### src/apfbe_pkg.sv
// Package for the biphase-mark power frame encoder.
// Holds field widths, frame slot constants, power-code scaling constants and
// the control type of the frame-word cells. Depends on nothing.
package apfbe_pkg;

    // Field widths.
    localparam int SAMPLE_W = 16;
    localparam int SLOT_W   = 6;
    localparam int CODE_W   = 8;
    localparam int WORD_W   = CODE_W + 2;

    // Slot schedule of the 40-slot frame.
    localparam logic [SLOT_W-1:0] SLOT_START   = SLOT_W'(0);
    localparam logic [SLOT_W-1:0] SLOT_HOLD    = SLOT_W'(1);
    localparam logic [SLOT_W-1:0] SLOT_DATA_LO = SLOT_W'(3);
    localparam logic [SLOT_W-1:0] SLOT_DATA_HI = SLOT_W'(21);
    localparam logic [SLOT_W-1:0] SLOT_STOP_A  = SLOT_W'(22);
    localparam logic [SLOT_W-1:0] SLOT_STOP_B  = SLOT_W'(23);
    localparam logic [SLOT_W-1:0] SLOT_LAST    = SLOT_W'(39);

    // Power code = floor(p * 17 / 160), saturating at 255.
    // Samples at or above this value give a code of 255 or more.
    localparam logic [SAMPLE_W-1:0] SAMPLE_SAT = SAMPLE_W'(2410);
    localparam int SCALE_MUL = 17;
    localparam int PRE_SHIFT = 5;      // divide by 32 first
    localparam int RECIP5    = 52429;  // then by 5 via reciprocal
    localparam int RECIP_SH  = 18;
    localparam logic [CODE_W-1:0] CODE_MAX = '1;

    // Controls shared by every frame-word cell.
    typedef struct packed {
        logic load;   // latch a new word in slot 0
        logic shift;  // move toward cell 0 after a data bit is sent
    } t_cell_ctl;

endpackage

### src/apfbe_if.sv
// Valid/ready channel interfaces of the power frame encoder.
// Depends on apfbe_pkg for the field widths.
interface apfbe_in_if;
    import apfbe_pkg::*;

    logic                       valid;
    logic                       ready;
    logic                       enable;
    logic signed [SAMPLE_W-1:0] power_sample;
    logic                       request_bit;

    modport source (output valid, enable, power_sample, request_bit, input ready);
    modport sink   (input valid, enable, power_sample, request_bit, output ready);
endinterface

interface apfbe_out_if;
    import apfbe_pkg::*;

    logic              valid;
    logic              ready;
    logic              line_level;
    logic [SLOT_W-1:0] slot_number;
    logic [CODE_W-1:0] power_code;

    modport source (output valid, line_level, slot_number, power_code, input ready);
    modport sink   (input valid, line_level, slot_number, power_code, output ready);
endinterface

### src/apfbe_cell.sv
// One cell of the frame-word shift chain: holds one bit of the word.
// Depends on apfbe_pkg for the shared cell control type.
module apfbe_cell (
    input  logic                  i_clk,
    input  logic                  i_rst_n,
    input  apfbe_pkg::t_cell_ctl  i_ctl,
    input  logic                  i_load_bit,
    input  logic                  i_next_bit,
    output logic                  o_bit
);
    import apfbe_pkg::*;

    logic r_bit;

    // Load the word bit in slot 0, otherwise take the neighbor's bit on a shift.
    always_ff @(posedge i_clk) begin
        if (!i_rst_n) begin
            r_bit <= 1'b0;
        end else if (i_ctl.load) begin
            r_bit <= i_load_bit;
        end else if (i_ctl.shift) begin
            r_bit <= i_next_bit;
        end
    end

    assign o_bit = r_bit;

endmodule

### src/ask_power_frame_biphase_encoder_top.sv
// Top level of the biphase-mark power frame encoder.
// Depends on apfbe_pkg, the channel interfaces in apfbe_if and apfbe_cell.
//
//  Channel  | Dir | Payload                                   | Handshake
//  ---------+-----+-------------------------------------------+-----------
//  i_in     | in  | enable, power_sample, request_bit (tick)  | valid/ready
//  o_out    | out | line_level, slot_number, power_code       | valid/ready
//
// One item is taken per cycle while ready is high; results are registered.
// All frame state updates in the cycle of the accept; the power code is a
// constant multiply by 17, a shift and a reciprocal multiply by 5.
// A two-entry output stage (output register plus skid register) lets one more
// item in while a result waits; ready falls only when both entries are full.
// Reset is synchronous and active low; the line resets high, the slot to 0.
module ask_power_frame_biphase_encoder_top (
    input  logic        i_clk,
    input  logic        i_rst_n,
    apfbe_in_if.sink    i_in,
    apfbe_out_if.source o_out
);
    import apfbe_pkg::*;

    typedef struct packed {
        logic              line_level;
        logic [SLOT_W-1:0] slot_number;
        logic [CODE_W-1:0] power_code;
    } t_result;

    // Frame state.
    logic              r_level, n_level;
    logic [SLOT_W-1:0] r_slot,  n_slot;
    logic [CODE_W-1:0] r_code,  n_code;

    // Output register and skid register.
    t_result r_out,  r_skid;
    logic    r_out_valid, r_skid_valid;
    t_result n_result;

    logic w_accept;
    logic w_pop;

    // Power code datapath.
    logic [SAMPLE_W-1:0]           w_raw;
    logic [16:0]                   w_scaled;
    logic [16-PRE_SHIFT-1:0]       w_div32;
    logic [16-PRE_SHIFT+16-1:0]    w_recip;
    logic [CODE_W-1:0]             w_new_code;
    logic [WORD_W-1:0]             w_new_word;

    // Frame-word chain.
    t_cell_ctl         w_ctl;
    logic [WORD_W-1:0] w_word;

    assign w_accept = i_in.valid && i_in.ready;
    assign w_pop    = o_out.valid && o_out.ready;
    assign i_in.ready = !r_skid_valid;

    // Power code: zero for non-positive samples, 255 at or above the limit,
    // otherwise floor(floor(p * 17 / 32) / 5).
    assign w_raw    = SAMPLE_W'(i_in.power_sample);
    assign w_scaled = 17'(w_raw[11:0]) * 17'(SCALE_MUL);
    assign w_div32  = w_scaled[16-1:PRE_SHIFT];
    assign w_recip  = (16-PRE_SHIFT+16)'(w_div32) * (16-PRE_SHIFT+16)'(RECIP5);

    always_comb begin
        priority if (w_raw[SAMPLE_W-1]) begin
            w_new_code = '0;
        end else if (w_raw >= SAMPLE_SAT) begin
            w_new_code = CODE_MAX;
        end else begin
            w_new_code = w_recip[RECIP_SH +: CODE_W];
        end
    end

    // New frame word: request bit, code, then even parity on top.
    assign w_new_word = {^{w_new_code, i_in.request_bit}, w_new_code, i_in.request_bit};

    // Slot schedule and line level for the accepted tick.
    always_comb begin
        n_level  = r_level;
        n_slot   = r_slot;
        n_code   = r_code;
        w_ctl    = '0;
        n_result = '0;
        n_result.slot_number = r_slot;
        priority if (!i_in.enable) begin
            n_level = 1'b0;
            n_slot  = '0;
            n_result.slot_number = '0;
        end else if (r_slot == SLOT_START) begin
            n_level    = 1'b1;
            n_code     = w_new_code;
            w_ctl.load = w_accept;
            n_slot     = SLOT_HOLD;
        end else if (r_slot == SLOT_HOLD || r_slot == SLOT_STOP_B) begin
            n_slot = r_slot + SLOT_W'(1);
        end else if (r_slot == SLOT_STOP_A) begin
            n_level = 1'b0;
            n_slot  = r_slot + SLOT_W'(1);
        end else if (r_slot >= SLOT_LAST) begin
            n_level = 1'b0;
            n_slot  = '0;
        end else if (!r_slot[0] || r_slot > SLOT_STOP_B) begin
            // Clock toggle on even slots and the whole trailer.
            n_level = !r_level;
            n_slot  = r_slot + SLOT_W'(1);
        end else begin
            // Odd data slot: toggle for a one, then advance the chain.
            n_level     = r_level ^ w_word[0];
            w_ctl.shift = w_accept;
            n_slot      = r_slot + SLOT_W'(1);
        end
        n_result.line_level = n_level;
        n_result.power_code = n_code;
    end

    // Row of frame-word cells, cell 0 feeding the data slots.
    for (genvar g = 0; g < WORD_W; g++) begin : g_cell
        logic w_next;
        if (g == WORD_W - 1) begin : g_end
            assign w_next = 1'b0;
        end else begin : g_mid
            assign w_next = w_word[g+1];
        end
        apfbe_cell u_cell (
            .i_clk      (i_clk),
            .i_rst_n    (i_rst_n),
            .i_ctl      (w_ctl),
            .i_load_bit (w_new_word[g]),
            .i_next_bit (w_next),
            .o_bit      (w_word[g])
        );
    end

    // Frame state registers.
    always_ff @(posedge i_clk) begin
        if (!i_rst_n) begin
            r_level <= 1'b1;
            r_slot  <= '0;
            r_code  <= '0;
        end else if (w_accept) begin
            r_level <= n_level;
            r_slot  <= n_slot;
            r_code  <= n_code;
        end
    end

    // Output stage: a new result goes to the output register when it is free
    // or being taken, otherwise to the skid register.
    always_ff @(posedge i_clk) begin
        if (!i_rst_n) begin
            r_out_valid  <= 1'b0;
            r_skid_valid <= 1'b0;
        end else if (w_accept) begin
            if (!r_out_valid || w_pop) begin
                r_out_valid <= 1'b1;
            end else begin
                r_skid_valid <= 1'b1;
            end
        end else if (w_pop) begin
            if (r_skid_valid) begin
                r_skid_valid <= 1'b0;
            end else begin
                r_out_valid <= 1'b0;
            end
        end
    end

    always_ff @(posedge i_clk) begin
        if (w_accept) begin
            if (!r_out_valid || w_pop) begin
                r_out <= n_result;
            end else begin
                r_skid <= n_result;
            end
        end else if (w_pop && r_skid_valid) begin
            r_out <= r_skid;
        end
    end

    assign o_out.valid       = r_out_valid;
    assign o_out.line_level  = r_out.line_level;
    assign o_out.slot_number = r_out.slot_number;
    assign o_out.power_code  = r_out.power_code;

endmodule

### src/flat_wrapper.sv
// flat-port wrapper written by rule: the top's interface ports become plain ports
module ask_power_frame_biphase_encoder_top_flat import apfbe_pkg::*;
  (i_clk, i_rst_n, i_in_valid, i_in_enable, i_in_power_sample, i_in_request_bit, i_in_ready, o_out_valid, o_out_line_level, o_out_slot_number, o_out_power_code, o_out_ready);
  apfbe_in_if i_in_i ();
  apfbe_out_if o_out_i ();
  input  logic i_clk;
  input  logic i_rst_n;
  input wire logic [$bits(i_in_i.valid)-1:0] i_in_valid;
  input wire logic [$bits(i_in_i.enable)-1:0] i_in_enable;
  input wire logic [$bits(i_in_i.power_sample)-1:0] i_in_power_sample;
  input wire logic [$bits(i_in_i.request_bit)-1:0] i_in_request_bit;
  output wire logic [$bits(i_in_i.ready)-1:0] i_in_ready;
  output wire logic [$bits(o_out_i.valid)-1:0] o_out_valid;
  output wire logic [$bits(o_out_i.line_level)-1:0] o_out_line_level;
  output wire logic [$bits(o_out_i.slot_number)-1:0] o_out_slot_number;
  output wire logic [$bits(o_out_i.power_code)-1:0] o_out_power_code;
  input wire logic [$bits(o_out_i.ready)-1:0] o_out_ready;
  assign i_in_i.valid = i_in_valid;
  assign i_in_i.enable = i_in_enable;
  assign i_in_i.power_sample = i_in_power_sample;
  assign i_in_i.request_bit = i_in_request_bit;
  assign i_in_ready = i_in_i.ready;
  assign o_out_valid = o_out_i.valid;
  assign o_out_line_level = o_out_i.line_level;
  assign o_out_slot_number = o_out_i.slot_number;
  assign o_out_power_code = o_out_i.power_code;
  assign o_out_i.ready = o_out_ready;
  ask_power_frame_biphase_encoder_top u_core (.i_clk(i_clk), .i_rst_n(i_rst_n), .i_in(i_in_i), .o_out(o_out_i));
endmodule
### config.mk
export PLATFORM = sky130hd
export DESIGN_NAME = ask_power_frame_biphase_encoder_top_flat
export DESIGN_NICKNAME = d
export VERILOG_FILES = /design/src/apfbe_pkg.sv /design/src/apfbe_if.sv /design/src/apfbe_cell.sv /design/src/ask_power_frame_biphase_encoder_top.sv /design/src/flat_wrapper.sv
export SDC_FILE = /design/constraint.sdc
export NUM_CORES = 1
export LEC_CHECK = 0
export BUFFER_PORTS_ARGS = -buffer_cell sky130_fd_sc_hd__buf_2
export CAP_MARGIN = 20
export CORE_MARGIN = 3
export CORE_UTILIZATION = 45
export DETAILED_ROUTE_END_ITERATION = 8
export MAX_ROUTING_LAYER = met4
export SLEW_MARGIN = 20
export SYNTH_ARGS = -nofsm -noshare
export SYNTH_HDL_FRONTEND = slang
export SYNTH_SLANG_ARGS = --single-unit
export TNS_END_PERCENT = 20
### constraint.sdc
create_clock -name i_clk -period 11.3 [get_ports i_clk]
set_input_delay 2.26 -clock i_clk [delete_from_list [all_inputs] [get_ports i_clk]]
set_output_delay 2.26 -clock i_clk [all_outputs]
set_load 0.01 [all_outputs]
[Word level (Yosys, flattened, before mapping)]
Index checks and enable logic that the tools add are counted.
Storage, ports and cells
  bits of input ports: 22
  logic and storage cells: 107
  bits in registers: 57
Cells by class
  bitwise logic cells: 2
  reductions and logical operators: 19
  multiplexer cells: 53
  add/sub/neg operators: 1
  equal/unequal tests: 6
  $lt $le $gt $ge: 3
  $mul: 2
Operators with widths (count)
  $mux 15: 3
  $mux 1: 39
  $mux 6: 6
  $mux 8: 4
  $mul 11x16->26 const B: 1
  $ge 16x12->1 const B: 1
  $mul 12x5->16 const B: 1
  $eq 6x5->1 const B: 2
  $reduce_xor 9->1: 1
  $add 6x1->6 const B: 1
  $eq 6x1->1 const B: 1
  $ge 6x6->1 const B: 1
  $gt 6x5->1 const B: 1
  $logic_not 6->1: 1
  $ne 2x2->1 const B: 3
  $reduce_and 2->1: 3
  $reduce_bool 2->1: 3
  $logic_not 1->1: 4
  $logic_and 1x1->1: 3
  $logic_or 1x1->1: 3
  $reduce_and 3->1: 1
  $mux 2: 1
  $not 1->1: 1
  $xor 1x1->1: 1

[Logic depth before layout (Yosys ltp)]
  depth after elaboration: 10
  depth in mapped cells: 30
  depth with buffers taken out: 30

[Modules after synthesis]
A second synthesis with hierarchy kept.
Unflattened totals
  cells, all modules: 584
  area, all modules: 5662.9 um^2
By module, submodules not included
  ask_power_frame_biphase_encoder_top: cells each 544, times used 1, area an instance 5187.5 um^2, seq. area each 1241.2 um^2
  apfbe_cell: cells each 4, times used 10, area an instance 47.5 um^2, seq. area each 20.0 um^2

[Worst setup path after synthesis]
OpenSTA, ideal clock, no wires.
  kind: input port to flip-flop
  start: input i_in_power_sample[1]
  end: register u_core.r_out, in the netlist u_core.o_out.power_code[6] (data pin)
  slack: 1.992 ns
  arrival time: 9.049 ns
  stages on the path: 30
  path buffers: 0
  required time: 11.040 ns
  cells stage by stage: ha_1 > ha_1 > fa_1 > a211oi_1 > nor2_1 > o221a_2 > o21a_1 > nor2_1 > nor2_1 > xnor2_1 > o21bai_1 > fa_1 > inv_1 > fa_1 > inv_1 > fa_1 > inv_1 > fa_1 > inv_1 > ha_1 > nand4_1 > nor4_1 > nand4b_1 > a211oi_1 > nor2_1 > o21bai_1 > xnor2_1 > a21oi_1 > mux2_2 > mux2_2
Between the ends
  word-level cells in the longest chain between the ends: 8
  elaborated cells on any way between the ends: 9
  classes of those cells: mul: 2; order compare: 1; mux: 6
RTL lines
  start: declaration: RTL line flat_wrapper.sv:10  | input wire logic [$bits(i_in_i.power_sample)-1:0] i_in_power_sample;
  $mul 12x5->16: RTL line ask_power_frame_biphase_encoder_top.sv:61  | assign w_scaled = 17'(w_raw[11:0]) * 17'(SCALE_MUL);
  $mul 11x16->26: RTL line ask_power_frame_biphase_encoder_top.sv:63  | assign w_recip = (16-PRE_SHIFT+16)'(w_div32) * (16-PRE_SHIFT+16)'(RECIP5);
  $mux 8 *: RTL line ask_power_frame_biphase_encoder_top.sv:68  | end else if (w_raw >= SAMPLE_SAT) begin
  $mux 8 *: RTL line ask_power_frame_biphase_encoder_top.sv:66  | priority if (w_raw[SAMPLE_W-1]) begin
  $mux 8 *: RTL line ask_power_frame_biphase_encoder_top.sv:90  | end else if (r_slot == SLOT_START) begin
  $mux 8 *: RTL line ask_power_frame_biphase_encoder_top.sv:86  | priority if (!i_in.enable) begin
  via u_core.n_code[6]: RTL line ask_power_frame_biphase_encoder_top.sv:32  | logic [CODE_W-1:0] r_code, n_code;
  $mux 15 *: RTL line ask_power_frame_biphase_encoder_top.sv:171  | if (!r_out_valid || w_pop) begin
  $mux 15 *: RTL line ask_power_frame_biphase_encoder_top.sv:170  | if (w_accept) begin
  end signal: assignment: RTL line ask_power_frame_biphase_encoder_top.sv:172  | r_out <= n_result;
  end signal: assignment: RTL line ask_power_frame_biphase_encoder_top.sv:177  | r_out <= r_skid;
  end: declaration: RTL line ask_power_frame_biphase_encoder_top.sv:35  | t_result r_out, r_skid;
The timed path passes the listed nets; every way through them passes the cells marked *. The select of a mux whose other input is x is not followed.
A chain may end at the register's enable or synchronous reset.

[Worst setup path after layout]
  start: input i_in_power_sample[5]
  end: register u_core.r_out, in the netlist u_core.o_out.power_code[6] (data pin)
The elaborated chain is that of the path after synthesis.

==> run summary <==
YOSYS
----------------------------------------------------------------------------------------
Net count after synthesis                                                            749
Mean instance size in the synthesized netlist                                   9.54 um2
EDFF count, synth                                                                     30
Predominant post-synthesis flop cell                                            edfxtp_1
Post-Synthesis Cell Area                                                        5750 um2
Unique masters post-synth                                                             64
Number of register bits inferred by synthesis                                         57
Count of warnings emitted by yosys                                                     0
Share of flip-flops with an asynchronous set or reset after synthesis                 0%
Gate count of the mapped netlist                                                     603
Part of the Yosys area used for sequential elements                                25.0%

CRITICAL PATH
----------------------------------------------------------------------------------------
Crit path top cell by count                                                         fa_1
Worst Setup End Kind                                                            register
CP startpoint kind                                                          primary input
Largest fanout of any net on the critical path                                         5
Kind of critical path                                                       primary input to register
Crit path required time                                                         11370 ps
Delay of the slowest cell on the worst path                                       590 ps
Critical-path cell with the highest stage delay                                     fa_1
Signal arrival time at the worst endpoint                                        9850 ps

GLOBAL ROUTING
----------------------------------------------------------------------------------------
Total routing usage reported by global routing                                     19.1%
Largest net degree at the start of global routing                                     28
Wire length of the first global-routing pass                                     21.4 mm
Number of global-route vias before repair                                           4383
Global-route congestion overflow total                                                 0
Antenna violations before repair                                                       0

ROUTING
----------------------------------------------------------------------------------------
Routed WL per cell                                                               15.2 um
Met1 wire length                                                                 6.21 mm
Met2 wire length                                                                 5.64 mm
DRC violation total after the first TritonRoute iteration                            217
Remaining antenna violation count after routing                                        0
Number of iterations in the first detailed-routing pass                                7
Total Routed Length                                                              12.4 mm
Detailed-route via count                                                            4226
Total DRC errors in the routed layout                                                  0
Top layer reached by signal wires                                                   met4
Post-DR vias/cell                                                                   5.19
Amount of wire on met3 after detailed routing                                     353 um

LAYOUT
----------------------------------------------------------------------------------------
Fill cell instance count of the final layout                                        1138
Nets                                                                                 787
Utilization of the core after routing                                              52.3%
Area used by multi-input combinational logic                                    3890 um2
Fin area                                                                        6410 um2
Ratio of cells with drive above 1 in the final layout                              13.0%
Relative area change from synthesis to final layout                                11.4%
Antenna Diode Count                                                                    0
Sequential cell area in the final layout                                        1440 um2

TIMING
----------------------------------------------------------------------------------------
Clock period minus final worst setup slack                                       9780 ps
Total setup violations reported at the end of the flow                                 0
Final hold vios                                                                        0
Worst hold-check slack                                                            489 ps
Pin slew with the least headroom to its limit                                     993 ps
Ratio of final minimum period to clock period                                      86.5%
Setup repair after global routing missed its margin                                false
Final Max Tran Viols                                                                   0
Headroom to the max-slew limit                                                     33.6%
Setup Total Neg Slack                                                               0 ps
Max Clock Skew                                                                   8.83 ps
Max Clock Freq                                                                   102 MHz

FLOORPLAN
----------------------------------------------------------------------------------------
Site row count                                                                        40
Starting Density                                                                   46.9%
Io pins                                                                               39
Die width                                                                         119 um
Die Area                                                                       14200 um2
Core Box Area                                                                  12300 um2
Vert. Die Dim                                                                     119 um

CTS
----------------------------------------------------------------------------------------
Clock H-tree levels                                                                    3
Root buffer cell                                                               clkbuf_16
Maximum clock insertion buffer count                                                   2
Resize count post-CTS                                                                  0
Clock-pin slew of the registers on the worst-case setup and hold paths             50 ps
Clock tree from TritonCTS                                                          built
Post-CTS Setup Bufs                                                                    0
CTS Buf Count                                                                          9
Clk_lat worst skew                                                                330 ps
Sinks on Clock Net                                                                    57
Number of hold-repair buffers added at the cts stage                                   0

WORST HOLD PATH
----------------------------------------------------------------------------------------
Worst min path class                                                        register to register

PLACEMENT
----------------------------------------------------------------------------------------
Placed cell areas                                                               6120 um2
Total half-perimeter wirelength after legalization and detailed placement        10.2 mm
GP Congestion                                                                      0.894
Quantity of I/O buffers inserted on ports                                             38

STATUS
----------------------------------------------------------------------------------------
Result of the run                                                           finished, final reports clean

RUN
----------------------------------------------------------------------------------------
Count of max-cap constraint violations                                                 0

[routing by layer]
| layer | global-route usage, % | vias to the layer above |
|---|---|---|
| met5 | - | - |
| met4 | 5.00 | 0 |
| met3 | 2.90 | 14 |
| met2 | 29.6 | 52 |
| met1 | 26.2 | 2016 |
| li1 | - | 2144 |
[metrics by stage]
stage,std cells,worst slack (ps)
3_3_place_gp,798,1440
3_5_place_dp,798,1230
4_1_cts,814,1530
6_report,814,1520
2_1_floorplan,603,1990
5_1_grt,814,903
[synthesized netlist by cell type (10+ instances only)]
| library cell | instances | share of area [%] |
|---|---|---|
| o21a_1 | 15 | 2.0 |
| mux2i_1 | 11 | 1.9 |
| fa_1 | 39 | 14 |
| xnor2_1 | 12 | 1.8 |
| o21ai_0 | 11 | 0.96 |
| edfxtp_1 | 30 | 16 |
| ha_1 | 85 | 18 |
| nor2_1 | 38 | 2.5 |
| and2_1 | 21 | 2.3 |
| inv_1 | 98 | 6.4 |
| nor3_1 | 10 | 0.87 |
| nand2_1 | 41 | 2.7 |
| dfxtp_1 | 27 | 9.4 |
| clkbuf_1 | 12 | 0.78 |
| mux2_2 | 14 | 2.7 |
| a21oi_1 | 31 | 2.7 |
[final timing paths]
| check | cells after the start | slack [ps] | end | startpoint |
|---|---|---|---|---|
| setup / recovery | 31 | 1520 | u_core.o_out.power_code[6] | i_in_power_sample[5] |
| setup reg to reg | 9 | 8700 | u_core.g_cell[7].u_cell.o_bit | u_core.r_slot[1] |
| hold reg to reg | 2 | 490 | u_core.g_cell[9].u_cell.o_bit | u_core.g_cell[9].u_cell.o_bit |
| hold / removal | 2 | 490 | u_core.g_cell[9].u_cell.o_bit | u_core.g_cell[9].u_cell.o_bit |
[worst max-delay path: cells and delay by family]
family | cells | cell delay (ps)
simple gates | 7 | 1230
fa+ha+maj | 8 | 3440
buf+inv | 5 | 350
mux | 2 | 540
xor+xnor | 2 | 430
compound gates | 7 | 1580
[final cells by class]
class | count | share of cell area [%]
repair buffers | 40 | 3.20
multi-input cells | 435 | 60.7
clock inverters | 4 | 0.390
inverters | 98 | 5.74
well taps | 168 | 3.28
clock buffers | 12 | 4.18
flip-flops and latches | 57 | 22.5
[cell families (layout without fill, tap and decap cells)]
| group | count (synthesis) | in the layout | share of synthesized area, % |
|---|---|---|---|
| flip-flops | 57 | 57 | 25.0 |
| AND/OR/NAND/NOR | 157 | 157 | 13.7 |
| AO/OA/AOI/OAI | 108 | 108 | 13.2 |
| adder cells (fa/ha/maj) | 124 | 124 | 32.1 |
| buffers and inverters | 111 | 154 | 7.26 |
| multiplexers | 25 | 25 | 4.65 |
| XOR/XNOR | 21 | 21 | 4.07 |
[state kept, by name, indices dropped and copies added, names as in the netlist]
| name | cells |
|---|---|
| u_core.r_code | 8 |
| u_core.g_cell.u_cell.o_bit | 10 |
| u_core.o_out.line_level | 1 |
| u_core.r_skid_valid | 1 |
| u_core.r_level | 1 |
| u_core.o_out.valid | 1 |
| u_core.o_out.power_code | 8 |
| u_core.r_slot | 6 |
| u_core.r_skid | 15 |
| u_core.o_out.slot_number | 6 |
[placed cells by master, fill, tap and decap left out, types with 5 or more instances in the layout]
cell,synthesis,final
o21bai_1,5,5
nor2b_1,8,8
mux2_2,14,14
nand3_1,9,9
xor2_1,5,5
xnor2_1,12,12
nor2_1,38,38
edfxtp_1,30,30
and2_1,21,21
clkbuf_16,0,10
fa_1,39,39
mux2i_1,11,11
nand2_1,41,41
nand4_1,7,7
o21ai_0,11,11
o21a_1,15,15
a211oi_1,5,5
inv_1,98,98
buf_2,1,38
a21oi_1,31,31
nor3_1,10,10
ha_1,85,85
dfxtp_1,27,27
Power is left out: the tool's default activity adds up to more than one toggle a clock period on the data nets, which glitch-free logic cannot reach.
